==> config.mk <==
export PLATFORM = sky130hd
export DESIGN_NAME = matrix_add_sub_multiply_4x4
export DESIGN_NICKNAME = d
export VERILOG_FILES = /design/src/rtl/mas_pkg.sv /design/src/rtl/mas_alu.sv /design/src/rtl/matrix_add_sub_multiply_4x4.sv
export SDC_FILE = /design/constraint.sdc
export NUM_CORES = 2
export LEC_CHECK = 0
export ABC_AREA = 1
export BUFFER_PORTS_ARGS = -buffer_cell sky130_fd_sc_hd__buf_2
export CAP_MARGIN = 20
export CORE_ASPECT_RATIO = 1.75
export CORE_MARGIN = 4
export CORE_UTILIZATION = 55
export DETAILED_ROUTE_END_ITERATION = 10
export GPL_TIMING_DRIVEN = 1
export PLACE_DENSITY = 0.71
export SLEW_MARGIN = 40
export SYNTH_ARGS = -nofsm -noshare
export SYNTH_HDL_FRONTEND = slang
export SYNTH_SLANG_ARGS = --single-unit
export TNS_END_PERCENT = 30
==> constraint.sdc <==
create_clock -name clk -period 9.1 [get_ports clk]
set_input_delay 0.455 -clock clk [delete_from_list [all_inputs] [get_ports clk]]
set_output_delay 0.455 -clock clk [all_outputs]
set_load 0.02 [all_outputs]
==> src/rtl/mas_pkg.sv <==
package mas_pkg;

  // build-time defaults
  localparam int MATRIX_DIM_DEF = 4;

  // fixed field widths
  localparam int VAL_W  = 32;
  localparam int IDX_W  = 4;
  localparam int MODE_W = 2;
  localparam int PROD_W = 2 * VAL_W;
  localparam int FRAC_W = 16;

  // op_mode codes and the bits that decode them
  localparam logic [MODE_W-1:0] OP_ADD   = 2'd0;
  localparam logic [MODE_W-1:0] OP_SUB   = 2'd1;
  localparam logic [MODE_W-1:0] OP_MUL   = 2'd2;
  // spare code, decoded as multiply
  localparam logic [MODE_W-1:0] OP_SPARE = 2'd3;
  localparam int OP_SUB_BIT = 0;
  localparam int OP_MUL_BIT = 1;

  // saturation limits
  localparam logic [VAL_W-1:0] VAL_MAX = {1'b0, {(VAL_W-1){1'b1}}};
  localparam logic [VAL_W-1:0] VAL_MIN = {1'b1, {(VAL_W-1){1'b0}}};

  typedef struct packed {
    logic [IDX_W-1:0]        element_index;
    logic signed [VAL_W-1:0] left_value;
    logic signed [VAL_W-1:0] right_value;
  } in_item_t;

  typedef struct packed {
    logic [IDX_W-1:0]        result_index;
    logic signed [VAL_W-1:0] result_value;
    logic                    saturated;
    logic                    last_of_run;
  } out_item_t;

  // one step for the shared arithmetic unit
  typedef struct packed {
    logic step;
    logic first;
    logic last;
    logic mul;
    logic sub;
  } mas_ctl_t;

  // finished element from the arithmetic unit
  typedef struct packed {
    logic                    done;
    logic signed [VAL_W-1:0] value;
    logic                    sat;
  } mas_res_t;

  typedef enum logic [1:0] {
    ST_IDLE,
    ST_MAC,
    ST_FLUSH,
    ST_EMIT
  } mas_state_t;

endpackage

==> src/rtl/mas_alu.sv <==
module mas_alu
  import mas_pkg::*;
#(
  parameter int MATRIX_DIM = MATRIX_DIM_DEF
) (
  input  logic                    clk,
  input  logic                    rst_n,
  input  mas_ctl_t                ctl,
  input  logic signed [VAL_W-1:0] lhs,
  input  logic signed [VAL_W-1:0] rhs,
  output mas_res_t                res
);

  localparam int ACC_W = PROD_W + $clog2(MATRIX_DIM);

  logic signed [PROD_W-1:0] prod;
  logic signed [VAL_W:0]    sum_ext;
  logic signed [ACC_W-1:0]  term_nxt;
  logic signed [ACC_W-1:0]  term_r;
  mas_ctl_t                 ctl_r;
  logic signed [ACC_W-1:0]  acc_r;
  logic                     acc_mul_r;
  logic                     done_r;
  logic signed [ACC_W-1:0]  acc_shr;
  logic signed [ACC_W-1:0]  sel;
  logic [ACC_W-VAL_W:0]     upper;
  logic                     in_range;

  // term stage: one product, or the exact sum or difference
  always_comb begin
    prod = lhs * rhs;
    if (ctl.sub) begin
      sum_ext = $signed({lhs[VAL_W-1], lhs}) - $signed({rhs[VAL_W-1], rhs});
    end else begin
      sum_ext = $signed({lhs[VAL_W-1], lhs}) + $signed({rhs[VAL_W-1], rhs});
    end
    if (ctl.mul) begin
      term_nxt = ACC_W'(prod);
    end else begin
      term_nxt = ACC_W'(sum_ext);
    end
  end

  always_ff @(posedge clk) begin
    term_r <= term_nxt;
  end

  // stage flags
  always_ff @(posedge clk) begin
    if (!rst_n) begin
      ctl_r  <= '0;
      done_r <= 1'b0;
    end else begin
      ctl_r  <= ctl;
      done_r <= ctl_r.step && ctl_r.last;
    end
  end

  // accumulate over the shared dimension at full precision
  always_ff @(posedge clk) begin
    if (ctl_r.step) begin
      if (ctl_r.first) begin
        acc_r <= term_r;
      end else begin
        acc_r <= acc_r + term_r;
      end
      acc_mul_r <= ctl_r.mul;
    end
  end

  // drop the fraction of a product sum (floor) and clamp to 32 bits
  always_comb begin
    acc_shr  = acc_r >>> FRAC_W;
    sel      = acc_mul_r ? acc_shr : acc_r;
    upper    = sel[ACC_W-1:VAL_W-1];
    in_range = (&upper) || !(|upper);
    res.done = done_r;
    res.sat  = !in_range;
    if (in_range) begin
      res.value = sel[VAL_W-1:0];
    end else if (sel[ACC_W-1]) begin
      res.value = VAL_MIN;
    end else begin
      res.value = VAL_MAX;
    end
  end

endmodule

==> src/rtl/matrix_add_sub_multiply_4x4.sv <==
// Matrix add / subtract / multiply for two square MATRIX_DIM x MATRIX_DIM
// matrices of signed Q16.16 values. Each input item writes one left/right
// element pair at its row-major position; positions beyond the matrix are
// dropped. in_ready is high while idle, so loads go in at one item per cycle.
// The item carrying the final position starts a burst of MATRIX_DIM^2 results
// in row-major order (add, subtract right from left, or left times right as
// cfg_wdata last set op_mode; reset selects multiply), each clamped to the
// 32-bit range with the saturated flag set when clamped; last_of_run marks the
// final result. During the burst in_ready is low. Every result goes through a
// single multiply-accumulate unit fed from one read port per element store:
// a product element takes one accumulate step per cycle over the shared
// dimension, then store read, multiply, accumulate and output hand-off; a
// sum or difference element takes a single step through the same stages. A
// finished result then waits until the output register is free.
// A result may wait in the output register while the next one is computed.
// The element stores are not cleared by reset; load every position before
// the first run.
module matrix_add_sub_multiply_4x4
  import mas_pkg::*;
#(
  parameter int MATRIX_DIM = MATRIX_DIM_DEF
) (
  input  logic              clk,
  input  logic              rst_n,
  input  logic              in_valid,
  output logic              in_ready,
  input  in_item_t          in_data,
  output logic              out_valid,
  input  logic              out_ready,
  output out_item_t         out_data,
  input  logic              cfg_we,
  input  logic [MODE_W-1:0] cfg_wdata
);

  localparam int ELEM_COUNT = MATRIX_DIM * MATRIX_DIM;
  localparam int AW = $clog2(ELEM_COUNT);
  localparam int KW = $clog2(MATRIX_DIM);
  localparam logic [KW-1:0] K_LAST = KW'(MATRIX_DIM - 1);
  localparam logic [AW-1:0] N_LAST = AW'(ELEM_COUNT - 1);

  mas_state_t              state_r, state_nxt;
  logic [MODE_W-1:0]       op_mode_r;
  logic [AW-1:0]           n_r;
  logic [KW-1:0]           row_r, col_r, k_r;
  logic                    in_fire, idx_hit, idx_final, wr_en;
  logic [AW-1:0]           wr_addr, left_addr, right_addr;
  logic                    mul_mode, step_last, out_free, out_load;
  mas_ctl_t                ctl_nxt, ctl_r;
  mas_res_t                res;
  logic signed [VAL_W-1:0] left_mem  [ELEM_COUNT];
  logic signed [VAL_W-1:0] right_mem [ELEM_COUNT];
  logic signed [VAL_W-1:0] left_rd_r, right_rd_r;
  logic                    out_valid_r;
  out_item_t               out_data_r;

  // input decode
  assign in_fire   = in_valid && in_ready;
  assign idx_hit   = int'(in_data.element_index) < ELEM_COUNT;
  assign idx_final = int'(in_data.element_index) == ELEM_COUNT - 1;
  assign wr_en     = in_fire && idx_hit;
  assign wr_addr   = AW'(in_data.element_index);
  assign mul_mode  = op_mode_r[OP_MUL_BIT];
  assign step_last = !mul_mode || (k_r == K_LAST);
  assign out_free  = !out_valid_r || out_ready;

  // mode register
  always_ff @(posedge clk) begin
    if (!rst_n) begin
      op_mode_r <= OP_MUL;
    end else if (cfg_we) begin
      op_mode_r <= cfg_wdata;
    end
  end

  // sequencer next state
  always_comb begin
    state_nxt = state_r;
    case (state_r)
      ST_IDLE: begin
        if (wr_en && idx_final) begin
          state_nxt = ST_MAC;
        end
      end
      ST_MAC: begin
        if (step_last) begin
          state_nxt = ST_FLUSH;
        end
      end
      ST_FLUSH: begin
        if (res.done) begin
          state_nxt = ST_EMIT;
        end
      end
      ST_EMIT: begin
        if (out_free) begin
          state_nxt = (n_r == N_LAST) ? ST_IDLE : ST_MAC;
        end
      end
      default: state_nxt = ST_IDLE;
    endcase
  end

  always_ff @(posedge clk) begin
    if (!rst_n) begin
      state_r <= ST_IDLE;
    end else begin
      state_r <= state_nxt;
    end
  end

  // sequencer outputs
  always_comb begin
    in_ready      = (state_r == ST_IDLE);
    out_load      = (state_r == ST_EMIT) && out_free;
    ctl_nxt.step  = (state_r == ST_MAC);
    ctl_nxt.first = (k_r == '0);
    ctl_nxt.last  = step_last;
    ctl_nxt.mul   = mul_mode;
    ctl_nxt.sub   = op_mode_r[OP_SUB_BIT];
    if (mul_mode) begin
      left_addr  = AW'(int'(row_r) * MATRIX_DIM + int'(k_r));
      right_addr = AW'(int'(k_r) * MATRIX_DIM + int'(col_r));
    end else begin
      left_addr  = n_r;
      right_addr = n_r;
    end
  end

  // element and step counters
  always_ff @(posedge clk) begin
    if (!rst_n) begin
      n_r   <= '0;
      row_r <= '0;
      col_r <= '0;
      k_r   <= '0;
    end else begin
      case (state_r)
        ST_IDLE: begin
          n_r   <= '0;
          row_r <= '0;
          col_r <= '0;
          k_r   <= '0;
        end
        ST_MAC: begin
          k_r <= step_last ? '0 : k_r + 1'b1;
        end
        ST_EMIT: begin
          if (out_free) begin
            n_r <= n_r + 1'b1;
            if (col_r == K_LAST) begin
              col_r <= '0;
              row_r <= row_r + 1'b1;
            end else begin
              col_r <= col_r + 1'b1;
            end
          end
        end
        default: begin
          k_r <= k_r;
        end
      endcase
    end
  end

  // element stores, one write and one registered read each
  always_ff @(posedge clk) begin
    if (wr_en) begin
      left_mem[wr_addr]  <= in_data.left_value;
      right_mem[wr_addr] <= in_data.right_value;
    end
    left_rd_r  <= left_mem[left_addr];
    right_rd_r <= right_mem[right_addr];
  end

  // step flags follow the read data
  always_ff @(posedge clk) begin
    if (!rst_n) begin
      ctl_r <= '0;
    end else begin
      ctl_r <= ctl_nxt;
    end
  end

  mas_alu #(
    .MATRIX_DIM (MATRIX_DIM)
  ) u_alu (
    .clk   (clk),
    .rst_n (rst_n),
    .ctl   (ctl_r),
    .lhs   (left_rd_r),
    .rhs   (right_rd_r),
    .res   (res)
  );

  // output register
  always_ff @(posedge clk) begin
    if (!rst_n) begin
      out_valid_r <= 1'b0;
    end else if (out_load) begin
      out_valid_r <= 1'b1;
    end else if (out_ready) begin
      out_valid_r <= 1'b0;
    end
  end

  always_ff @(posedge clk) begin
    if (out_load) begin
      out_data_r.result_index <= IDX_W'(n_r);
      out_data_r.result_value <= res.value;
      out_data_r.saturated    <= res.sat;
      out_data_r.last_of_run  <= (n_r == N_LAST);
    end
  end

  assign out_valid = out_valid_r;
  assign out_data  = out_data_r;

endmodule

### Word-level counts from Yosys, hierarchy flattened

Memories as Yosys holds them, arrays and structs flattened. A register that Yosys moved wholly into a read port is not among the register bits.
Cells that the tools add are included.

* reduce and logical (&&, ||, !) cells: 21
* multipliers: 1
* equal/unequal tests: 12
* muxes and demuxes: 28
* $add $sub $neg: 9

Operators with widths (number)
* 66-bit 2-to-1 mux: 2
* 66-bit adder: 1
* 65-bit 2-to-1 mux: 1
* 32-bit by 32-bit multiplier with 64-bit output: 1
* 32-bit 2-to-1 mux: 2
* 35-bit AND reduction: 1
* 35-bit OR reduction: 1
* 32-bit by 32-bit adder with 33-bit output: 1
* 33-bit 2-to-1 mux: 1
* 32-bit by 32-bit subtractor with 33-bit output: 1
* 2-bit 2-to-1 mux: 9
* 4-bit 2-to-1 mux: 3
* 2-bit one-hot mux with 2 select lines: 3
* 4-bit by 2-bit adder with 4-bit output: 2
* 2-bit == test, second input constant: 4
* 2-bit one-hot mux with 4 select lines: 1
* 4-bit one-hot mux with 2 select lines: 1
* 2-bit by 1-bit adder with 2-bit output, second input constant: 3
* 2-bit by 1-bit != test with 1-bit output, second input constant: 3
* 2-bit nonzero test: 3
* 1-bit 2-to-1 mux: 5
* 4-bit by 1-bit adder with 4-bit output, second input constant: 1
* 4-bit by 1-bit == test with 1-bit output, second input constant: 1
* 4-bit == test, second input constant: 1
* 9 further kinds: 19

* output and inout bits: 40
* word-level logic and storage cells: 97
* input bits: 75
* bits in registers: 196
* memories kept: 2
* bits in writable memories: 1024

Memories
* left_mem: words 16, width 32, rd ports 1, clocked after memory_dff 1, wr ports 1, RTL line matrix_add_sub_multiply_4x4.sv:50 `logic signed [VAL_W-1:0] left_mem [ELEM_COUNT];`
* right_mem: words 16, width 32, rd ports 1, clocked after memory_dff 1, wr ports 1, RTL line matrix_add_sub_multiply_4x4.sv:51 `logic signed [VAL_W-1:0] right_mem [ELEM_COUNT];`

### Logic depth before layout (Yosys ltp)

* word-level depth: 5
* depth in mapped cells: 34
* gate-level depth less buffers: 32

### Modules after synthesis

Synthesis repeated with hierarchy kept, for this count alone.

* cells, all modules: 11569
* area total of the unflattened synthesis: 100147.3 um^2

By module, submodules not included
* mas_alu: times used 1, seq. area each 3393.3 um^2, cells each 7253, area each 52218.8 um^2
* matrix_add_sub_multiply_4x4: times used 1, seq. area each 33572.2 um^2, cells each 4316, area each 47928.5 um^2

### Least setup slack after synthesis

Ideal clock, no wire load.

* kind: flip-flop to flip-flop
* start: reg left_rd_r[31] (read register of left_mem)
* end: reg u_alu.term_r[58]
* stages on the path, launching flop included: 31
* period minus slack after synthesis: 7218 ps
* data required time: 8985 ps
* buffers on the path: 2
* setup time: 115 ps
* arrival: 7103 ps
* slack: 1882 ps
* cell sequence: dfxtp_1 > clkbuf_1 > clkbuf_1 > nand2_1 > inv_1 > fa_1 > inv_1 > fa_1 > inv_1 > fa_1 > fa_1 > inv_1 > fa_1 > inv_1 > fa_1 > inv_1 > fa_1 > inv_1 > fa_1 > ha_1 > nand2_1 > nor2_1 > inv_1 > nor2_1 > nand2_1 > nor3_1 > nand2_1 > nand3_1 > nand2_1 > nand3_1 > nand2_1

* word-level cells in the longest chain between the ends: 3
* elaborated cells on any way between the ends: 5
* classes of those cells: add/sub: 2; mul: 1; mux: 2

Ends and longest elaborated chain
* start, declared: RTL line matrix_add_sub_multiply_4x4.sv:52 `logic signed [VAL_W-1:0] left_rd_r, right_rd_r;`
* branches (longest 2 deep; another with 32-bit by 32-bit multiplier with 64-bit output)
* 66-bit 2-to-1 mux (*): RTL line mas_alu.sv:37 `if (ctl.mul) begin`
* named net u_alu.term_nxt[58]: RTL line mas_alu.sv:18 `logic signed [ACC_W-1:0] term_nxt;`
* end signal, assigned: RTL line mas_alu.sv:45 `term_r <= term_nxt;`
* end, declared: RTL line mas_alu.sv:19 `logic signed [ACC_W-1:0] term_r;`

Mark *: on every way through the listed nets, which the timed path passes.
A chain may end at the register's enable or synchronous reset.

### Worst setup path in the final report

* start: reg right_rd_r[9] (read register of right_mem)
* end: reg u_alu.term_r[60]

* word-level cells in the longest chain between the ends: 3
* elaborated cells on any way between the ends: 5
* classes of those cells: add/sub: 2; mul: 1; mux: 2

Ends and longest elaborated chain (RTL line)
* start, declared: matrix_add_sub_multiply_4x4.sv:52
* branches (longest 2 deep; another with 32-bit by 32-bit multiplier with 64-bit output)
* 66-bit 2-to-1 mux (*): mas_alu.sv:37
* named net u_alu.term_nxt[60]: mas_alu.sv:18

Marks and branches as above.

==> reports/qor.tcl <==
set qor(via_per_inst) 5.72
set qor(placed_cells_incl_taps) 12500
set qor(yosysSeqAreaShare_pct) 38.3
set qor(floorplan.die.height_um) 562
set qor(max_cap_viol_count) 0
set qor(wirelength_met1_um) 99800
set qor(worst_margin_pin_slew_ns) 0.956
set qor(drc_errors) 0
set qor(crit_path_top_delay_cell) {nand3_1}
set qor(drt_pre_antenna_iters) 8
set qor(status) {completed}
set qor(hold_path_class) {in2reg}
set qor(synth-edff-count) 1129
set qor(die_w_um) 325
set qor(grt_start_max_net_pins) 248
set qor(slew_headroom_pct) 36.2
set qor(tritoncts_clock_tree) {built}
set qor(critical_path_required_ns) 9.77
set qor(post_synth_instance_area_sq_um) 96500
set qor(cp_cell_sequence) {buf_4 -> buf_4 -> nand2_1 -> fa_1 -> fa_1 -> fa_1 -> fa_1 -> inv_1 -> fa_1 -> fa_1 -> fa_1 -> fa_1 -> ha_1 -> a21oi_1 -> o21ai_0 -> a21oi_1 -> nand3_1 -> nand2_1 -> nand3_1 -> nand2_1 -> nand3_1 -> nand2_1}
set qor(grt_antenna_before_repair) 25
set qor(grt_setup_unrepaired) {false}
set qor(detailroute.wirelength.met2_um) 164000
set qor(nFillCells) 14800
set qor(worst_skew_pair.late_latency_ns) 0.81
set qor(cts-root-buf) {clkbuf_16}
set qor(path_buf_inv) 3
set qor(ctsLongestPathBuffers) 3
set qor(num_io_pins) 115
set qor(drt_first_iter_violations) 5895
set qor(synth_nets) 11900
set qor(dp_hpwl_um) 238000
set qor(synth_top_cells_by_area) {edfxtp_1, fa_1, nand2_1}
set qor(routed_wl_um) 314000
set qor(yosysTopAreaCell) {edfxtp_1}
set qor(synthToLayoutAreaGrowth_pct) 7.53
set qor(hold_violations) 0
set qor(achievable-frequency_mhz) 114
set qor(setup.worst_path.end_class) {flip-flop}
set qor(cpLargestDelayFamily) {adder cells}
set qor(clock-sinks) 1282
set qor(synthesis.area_per_instance_sq_um) 9.24
set qor(post-route-cell-area_sq_um) 104000
set qor(setup_tns_ns) 0
set qor(overflow) 0
set qor(wl_per_cell_um) 24.7
set qor(first_pass_grt_wire_length_um) 466000
set qor(global_route.usage.total_pct) 34.3
set qor(cts_buffers) 112
set qor(final_min_period_over_clock_period_pct) 96.7
set qor(slew_violations) 0
set qor(ys_types) 55
set qor(post-cts-setup-buffers) 0
set qor(placement.io_buffers) 114
set qor(critPathKind) {reg2reg}
set qor(cts-htree-levels) 3
set qor(detailed_place.area_sq_um) 99700
set qor(min_period_ns) 8.80
set qor(top_signal_layer_used) {met5}
set qor(floorplan.initialDensity_pct) 55.3
set qor(die_area_sq_um) 182000
set qor(dominantRegCellSynth) {edfxtp_1}
set qor(routed_length_on_met3_um) 19200
set qor(yosys_warn_count) 0
set qor(postSynth.asyncResetShare_pct) 0
set qor(worst-path-max-fanout) 16
set qor(timing.critical_path.mode_cell) {fa_1}
set qor(timing.critical_path.slowest_cell_delay_ns) 0.70
set qor(grt_pass1_vias) 76800
set qor(clk_pin_slew_ns) 0.08
set qor(postRouteAntennaNets) 0
set qor(design.core.area_sq_um) 174000
set qor(layout_commonest_cell) {nand2_1}
set qor(finalWeightedCongestion) 1.01
set qor(routed-via-count) 72900
set qor(syn_inst) 10400
set qor(nNetsFinal) 11800
set qor(finalSetupViolations) 0
set qor(layout.cells.non_filler) 12700
set qor(finalHoldWorstSlack_ns) 0.0422
set qor(mostFrequentLayoutCells) {nand2_1, inv_1, edfxtp_1, fa_1, o21ai_0}
set qor(timing.critical_path.arrival_ns) 9.47
set qor(fp-row-count) 203
set qor(kind_of_start_point_of_the_critical_path) {flip-flop}
set qor(clock-skew-final_ns) 0.0938
set qor(ys_seq_elements) 1282
set qor(drive_gt1_share_pct) 5.57
set qor(synthDominantCellAreaShare_pct) 35.1
==> layout make-up <==
class | instances | area (sq um) | area share [%]
diodes | 7 | 17.5 | 0.0169
clock buffers | 143 | 3030 | 2.92
clock inverters | 68 | 808 | 0.779
inverters | 2204 | 8280 | 7.99
multi-input cells | 6460 | 49300 | 47.5
flip-flops and latches | 1282 | 37000 | 35.7
well taps | 2255 | 2820 | 2.72
repair buffers | 312 | 2490 | 2.40
==> metrics by stage <==
stage | utilization, % | worst slack, ns
2_1_floorplan | - | 1.88
3_3_place_gp | 57.0 | 0.0923
3_5_place_dp | 57.1 | 0.136
4_1_cts | 59.3 | 0.0805
5_1_grt | 59.4 | 0.114
6_report | 59.4 | 0.301
==> repair_timing <==
action                                  4_1_cts  5_1_grt
hold buffers                                  5        0
gates resized for setup                       0        1
hold endpoints to repair                      6        0
endpoints found under the setup margin        0        1
==> final timing paths <==
kind	slack, ns	endpoint	cells past startpoint	startpoint
worst max-delay path	0.30	u_alu.term_r[60]$_DFF_P_	22	right_rd_r[9]$_DFF_P_
worst min-delay path	0.04	right_mem[10][6]$_DFFE_PP_	1	in_data[6]
worst max register to register	0.30	u_alu.term_r[60]$_DFF_P_	22	right_rd_r[9]$_DFF_P_
worst min register to register	0.41	u_alu.acc_mul_r$_DFFE_PP_	0	u_alu.ctl_r[1]$_SDFF_PN0_
==> routing by layer <==
metal,vias to the layer above,track usage [%]
met5,-,0
met4,30,27.4
met3,1221,5.13
met2,3071,62.9
met1,35800,34.4
li1,32700,-
==> registers in the layout (all words and copies together), names as in the netlist <==
register         flops
col_r                2
ctl_r                5
k_r                  2
left_mem           512
left_rd_r           32
n_r                  4
op_mode_r            2
out_data            38
out_valid            1
right_mem          512
right_rd_r          32
row_r                2
state_r              2
u_alu.acc_mul_r      1
u_alu.acc_r         66
u_alu.ctl_r          4
u_alu.done_r         1
u_alu.term_r        64
==> cell usage after synthesis (all sizes together), types with 3 or more instances <==
| cell | instances |
|---|---|
| a21boi | 7 |
| a21o | 12 |
| xor2 | 39 |
| a21oi | 544 |
| nor2 | 478 |
| nand3 | 224 |
| o32ai | 62 |
| o21bai | 28 |
| o211ai | 72 |
| o31ai | 6 |
| fa | 1084 |
| inv | 2204 |
| o221ai | 108 |
| clkbuf | 344 |
| nand2 | 2442 |
| buf | 151 |
| ha | 291 |
| or2 | 23 |
| nor3 | 31 |
| nor4 | 21 |
| o21a | 12 |
| nand4 | 55 |
| o22ai | 23 |
| o21ai | 770 |
| dfxtp | 153 |
| edfxtp | 1129 |
| xnor2 | 27 |
| nand3b | 26 |
| a31oi | 3 |
| mux2i | 65 |
==> worst reg2reg max path, cell delays in order, from the launching register on <==
cell	delay (ns)
dfxtp_1	0.55
buf_4	0.39
buf_4	0.37
nand2_1	0.13
fa_1	0.50
fa_1	0.55
fa_1	0.52
fa_1	0.53
inv_1	0.06
fa_1	0.57
fa_1	0.44
fa_1	0.52
fa_1	0.48
ha_1	0.44
a21oi_1	0.39
o21ai_0	0.34
a21oi_1	0.45
nand3_1	0.70
nand2_1	0.35
nand3_1	0.12
nand2_1	0.08
nand3_1	0.09
nand2_1	0.09
==> logic make-up after synthesis <==
logic type	count (synthesis)	share of synthesized area, %
compound gates	1650	9.66
xor+xnor	66	0.599
fa+ha+maj	1375	26.3
buf+inv	2699	10.8
flops	1282	38.3
mux	65	0.674
simple gates	3304	13.7
Power is not shown: default switching activity piles up to over one toggle a cycle in this logic, so the estimate is an artifact.
